**config.mk**
```make
export PLATFORM = sky130hd
export DESIGN_NAME = hkvs_ctrl
export DESIGN_NICKNAME = d
export VERILOG_FILES = /design/src/rtl/core/hkvs_pkg.sv /design/src/rtl/core/hkvs_ctrl.sv
export SDC_FILE = /design/constraint.sdc
export NUM_CORES = 1
export LEC_CHECK = 0
export ABC_AREA = 1
export BUFFER_PORTS_ARGS = -buffer_cell sky130_fd_sc_hd__buf_2
export CAP_MARGIN = 25
export CORE_AREA = 2 2 39 41
export DETAILED_ROUTE_END_ITERATION = 8
export DIE_AREA = 0 0 41 43
export SLEW_MARGIN = 20
export SYNTH_ARGS = -nofsm -noshare
export SYNTH_HDL_FRONTEND = slang
export SYNTH_SLANG_ARGS = --single-unit
```
**constraint.sdc**
```tcl
create_clock -name clk -period 1.1 [get_ports clk]
set_clock_uncertainty 0.1 [all_clocks]
set_input_delay 0.165 -clock clk [delete_from_list [all_inputs] [get_ports clk]]
set_output_delay 0.165 -clock clk [all_outputs]
set_load 0.01 [all_outputs]
```
**src/rtl/core/hkvs_pkg.sv**
```systemverilog
`default_nettype none
package hkvs_pkg;

    // table geometry
    localparam int NUM_BUCKETS = 1024;
    localparam int NODE_POOL   = 1024;
    localparam int BKT_W       = $clog2(NUM_BUCKETS);
    localparam int NODE_W      = $clog2(NODE_POOL);
    localparam int PTR_W       = NODE_W + 1;

    // murmur3 finalizer constants
    localparam logic [31:0] MIX_C1 = 32'h85eb_ca6b;
    localparam logic [31:0] MIX_C2 = 32'hc2b2_ae35;
    localparam logic [31:0] ABSENT = 32'hffff_ffff;

    // end of chain marker
    localparam logic [PTR_W-1:0] NO_NODE = PTR_W'(NODE_POOL);

    typedef enum logic [1:0] {
        CMD_PUT    = 2'd0,
        CMD_REMOVE = 2'd1,
        CMD_GET    = 2'd2,
        CMD_NOP    = 2'd3
    } command_t;

    typedef enum logic [3:0] {
        S_CLEAR,
        S_IDLE,
        S_HASH,
        S_HEAD,
        S_HEADW,
        S_WALK,
        S_NODEW,
        S_EXEC,
        S_OUT
    } state_t;

    // controller to datapath
    typedef struct packed {
        logic capture;
        logic hash2;
        logic clr_step;
        logic head_load;
        logic advance;
        logic mark_found;
        logic execute;
        logic out_load;
    } dp_ctrl_t;

    // datapath to controller
    typedef struct packed {
        logic clr_done;
        logic walk_end;
        logic key_hit;
        logic out_free;
    } dp_stat_t;

endpackage
`default_nettype wire

```
**src/rtl/core/hkvs_ctrl.sv**
```systemverilog
`default_nettype none
module hkvs_ctrl (
    input  wire logic               clk,
    input  wire logic               rst_n,
    input  wire logic               in_valid,
    output logic                    in_ready,
    input  wire hkvs_pkg::dp_stat_t stat,
    output hkvs_pkg::dp_ctrl_t      ctrl
);

    hkvs_pkg::state_t state_reg;
    hkvs_pkg::state_t state_next;

    // state register
    always_ff @(posedge clk or negedge rst_n)
    begin
        if (!rst_n)
        begin
            state_reg <= hkvs_pkg::S_CLEAR;
        end
        else
        begin
            state_reg <= state_next;
        end
    end

    // next state
    always_comb
    begin
        state_next = state_reg;
        unique case (state_reg)
            hkvs_pkg::S_CLEAR:
            begin
                if (stat.clr_done)
                begin
                    state_next = hkvs_pkg::S_IDLE;
                end
            end
            hkvs_pkg::S_IDLE:
            begin
                if (in_valid)
                begin
                    state_next = hkvs_pkg::S_HASH;
                end
            end
            hkvs_pkg::S_HASH:  state_next = hkvs_pkg::S_HEAD;
            hkvs_pkg::S_HEAD:  state_next = hkvs_pkg::S_HEADW;
            hkvs_pkg::S_HEADW: state_next = hkvs_pkg::S_WALK;
            hkvs_pkg::S_WALK:
            begin
                state_next = stat.walk_end ? hkvs_pkg::S_EXEC : hkvs_pkg::S_NODEW;
            end
            hkvs_pkg::S_NODEW:
            begin
                state_next = stat.key_hit ? hkvs_pkg::S_EXEC : hkvs_pkg::S_WALK;
            end
            hkvs_pkg::S_EXEC:  state_next = hkvs_pkg::S_OUT;
            hkvs_pkg::S_OUT:
            begin
                if (stat.out_free)
                begin
                    state_next = hkvs_pkg::S_IDLE;
                end
            end
            default:           state_next = hkvs_pkg::S_CLEAR;
        endcase
    end

    // datapath commands
    always_comb
    begin
        ctrl     = '0;
        in_ready = 1'b0;
        unique case (state_reg)
            hkvs_pkg::S_CLEAR: ctrl.clr_step = !stat.clr_done;
            hkvs_pkg::S_IDLE:
            begin
                in_ready     = 1'b1;
                ctrl.capture = in_valid;
            end
            hkvs_pkg::S_HASH:  ctrl.hash2 = 1'b1;
            hkvs_pkg::S_HEAD:  ctrl = '0;
            hkvs_pkg::S_HEADW: ctrl.head_load = 1'b1;
            hkvs_pkg::S_WALK:  ctrl = '0;
            hkvs_pkg::S_NODEW:
            begin
                ctrl.mark_found = stat.key_hit;
                ctrl.advance    = !stat.key_hit;
            end
            hkvs_pkg::S_EXEC:  ctrl.execute = 1'b1;
            hkvs_pkg::S_OUT:   ctrl.out_load = stat.out_free;
            default:           ctrl = '0;
        endcase
    end

endmodule
`default_nettype wire

```
-- Word level (Yosys, flattened, before mapping)
Cells that the tools add are included.
- register bits after elaboration: 4
- input bits: 7
- output and inout port bits: 9
- equal/unequal tests: 11
- muxes and demuxes: 14
- reductions and logical operators: 4
- operator list (operator ; count):
    $pmux W4 S9 ; 1
    $eq A4 B3 Y1 const B ; 4
    $mux W4 ; 3
    $eq A4 B2 Y1 const B ; 2
    $mux W1 ; 8
    $ne A2 B2 Y1 const B ; 3
    $eq A4 B1 Y1 const B ; 1
    $eq A4 B4 Y1 const B ; 1
    $logic_not A4 Y1 ; 1
    $mux W2 ; 2
    $reduce_and A3 Y1 ; 1
    $logic_not A1 Y1 ; 2

-- Logic depth before layout (Yosys ltp)
- depth in word-level cells: 3
- depth in mapped cells: 7
- depth with buffers taken out: 7

-- Least setup slack after synthesis
Ideal clock, no wire load.
- path kind: register to output
- start: register state_reg[3]
- end: output ctrl[7] (netlist name)
- data arrival time: 0.996 ns
- data required time: 0.835 ns
- setup slack: -0.161 ns
- cell stages (with the launch flop): 4
- buffers on the path: 0
- cells stage by stage: dfrtp_1 > nor2_1 > inv_1 > nor3_1
- RTL lines (element ; line ; text):
    start: declaration ; hkvs_ctrl.sv:11 ; hkvs_pkg::state_t state_reg;
    start signal: assignment ; hkvs_ctrl.sv:19 ; state_reg <= hkvs_pkg::S_CLEAR;
    start signal: assignment ; hkvs_ctrl.sv:23 ; state_reg <= state_next;
    end: declaration ; hkvs_ctrl.sv:8 ; output hkvs_pkg::dp_ctrl_t ctrl

==> metrics.md <==
| Metric | Value |
|---|---|
| Outcome | `finished, violations left` |
| Failing checks | `negative setup slack` |
| Critical Path AT | `1250 ps` |
| Pleak | `0.381 nW` |
| Vias per cell | `4.39` |
| CTS clk-pin slew, worst paths | `40 ps` |
| Post-route ant nets | `0` |
| Final setup margin | `-418 ps` |
| Total gr overflow | `0` |
| Yosys Warn Count | `0` |
| Hold Violations, Final | `0` |
| Placed wire-length estimate | `712 µm` |
| Worst VDD drop | `923 µV` |
| Finished Cell Area | `672 µm²` |
| Period utilisation layout | `138%` |
| First-pass GRT wire length | `1440 µm` |
| Largest net degree at the start of global routing | `6` |
| Vias in the first global route | `360` |
| DRT Pass-1 Iters | `4` |
| Hold Path Class | `primary input to asynchronous set/reset pin` |
| Worst slack, placed | `-145 ps` |
| Initial detailed-routing violation count | `12` |
| Power Density | `2900 nW/µm²` |
| Final setup viols | `13` |
| Number of remaining DRC errors | `0` |
| RSZ-0062 raised after global routing | `yes` |
| Number of port buffers | `15` |
| Critical path class | `flop to output pin` |
| Fin util | `48.6%` |
| Count of unique library cells instantiated by Yosys | `14` |
| CTS Buf Count | `3` |
| Final wirelength | `1200 µm` |
| CP Capture Type | `output pin` |
| Slew HR | `88.1%` |
| Most numerous cell types in the synthesized netlist | `inv_1, nand2_1, nor2_1` |
| CTS root buf | `clkbuf_4` |
| CTS tree | `done` |
| Nets | `96` |
| Yosys reg bits | `4` |
| Register area share after synthesis | `30.7%` |
| Max reg flops | `4` |
| Startpoint types | `flop` |
| Max Cap Viol | `0` |
| Net count after synthesis | `60` |
| Layout cells sized above 1 | `64.4%` |
| CP Max Fanout | `4` |
| CTS max path bufs | `2` |
| IO Pins | `16` |
| Netlist area before placement | `327 µm²` |
| Main area contributors after synthesis | `dfrtp_1, inv_1, nand3_1` |
| Syn Area/Cell | `6.16 µm²` |
| CTS sink count | `4` |
| Clock period minus worst slack | `1520 ps` |
| Most area-hungry cell type in the Yosys netlist | `dfrtp_1` |
| Starting density of the core | `23.6%` |
| Post-synth EDFFs | `0` |
| Area grow syn2layout | `106%` |
| Wire per inst | `11.6 µm` |
| Max-slew violations | `0` |
| Initial antenna violation count | `0` |
| Setup TNS | `-3790 ps` |
| Via Count | `452` |
| Placed cell area | `480 µm²` |
| Die X | `41 µm` |
| Placeable Area | `1380 µm²` |
| Peak Freq | `659 MHz` |
| Diode count | `0` |
| Main synth FF type | `dfrtp_1` |
| Req. time, crit path | `830 ps` |
| Worst skew pair latency | `230 ps` |
| Synth top area share | `30.7%` |
| Gate Count Post-Synth | `53` |
| Die Height | `43 µm` |
| Cell with the most instances after synthesis | `inv_1` |
| Async SR Flop Fraction | `100%` |
| Filler cells | `142` |
| # rows | `14` |
| Clock H-tree levels | `1` |
| GPL Wtd Cong | `0.755` |
| GRT Util Overall | `12.3%` |
| Worst Tran Pin Value | `178 ps` |
| Die area | `1760 µm²` |
-- cell type report --
class	instances	area [µm²]	area share [%]
Tap cell	16	20.0	2.98
Timing Repair Buffer	32	226	33.7
Inverter	14	52.6	7.82
Multi-Input combinational cell	34	246	36.7
Clock buffer	3	22.5	3.35
Sequential cell	4	104	15.5
-- routing by layer --
layer	vias to the layer above	share of wire, %	GRT usage [%]	routed length (µm)
met5	-	0	0	0
met4	0	0.33	6.00	4
met3	2	6.5	3.14	78
met2	22	53	18.4	630
met1	198	40	15.6	482
li1	230	-	-	-
-- layout by cell type, fill, tap and decap left out, drive strengths merged --
master / synthesis / final
dfrtp: 4 / 4
dlygate4sd3: 0 / 1
nand3: 8 / 8
o2111ai: 1 / 1
inv: 14 / 14
nor3: 1 / 1
clkbuf: 0 / 3
nand2: 9 / 9
o21ai: 2 / 2
nor2: 13 / 13
buf: 1 / 31
-- critical path, cell delays in order, from the launching register on --
cell	delay, ps
dfrtp_2	450
nor2_4	180
inv_2	90
nor3_4	160
buf_2	140
-- kinds of logic after synthesis --
logic type             after synthesis  synth area share (%)
buffers and inverters               15                  18.4
AO/OA/AOI/OAI                        3                  5.74
AND/OR/NAND/NOR                     31                  45.2
flip-flops                           4                  30.7
-- final timing paths --
| path | start | endpoint | depth (start not counted) | slack (ps) |
|---|---|---|---|---|
| max | state_reg[3]$_DFFE_PN0P_ | ctrl[7] | 4 | -420 |
| min | rst_n | state_reg[2]$_DFFE_PN0P_ | 2 | 170 |
| max reg2reg | state_reg[3]$_DFFE_PN0P_ | state_reg[0]$_DFFE_PN0P_ | 7 | -220 |
| min reg2reg | state_reg[3]$_DFFE_PN0P_ | state_reg[3]$_DFFE_PN0P_ | 3 | 570 |
| max in group asynchronous | rst_n | state_reg[3]$_DFFE_PN0P_ | 2 | 590 |
| min in group clk | stat[1] | state_reg[1]$_DFFE_PN0P_ | 5 | 210 |
-- through the flow --
| stage | hold WS [ps] | cells | total power [mW] |
|---|---|---|---|
| 2_1_floorplan | -231 | 53 | 0.819 |
| 3_3_place_gp | -126 | 90 | 1.16 |
| 3_5_place_dp | -125 | 90 | 1.18 |
| 4_1_cts | 169 | 96 | 1.46 |
| 5_1_grt | 183 | 103 | 2.09 |
| 6_report | 175 | 103 | 1.95 |
-- repair_timing --
item                                    CTS  global route
endpoints found under the setup margin   13            13
pin swaps                                 0             8
gates resized for setup                   5            19
buffers inserted                          2             8
hold buffers                              1             0
endpoints found under the hold margin     4             0
-- power breakdown --
group / switching (mW) / internal [mW]
sequential: 0.108 / 0.223
combinational: 0.720 / 0.715
clock: 0.0592 / 0.122
(Power assumes the default switching activity.)
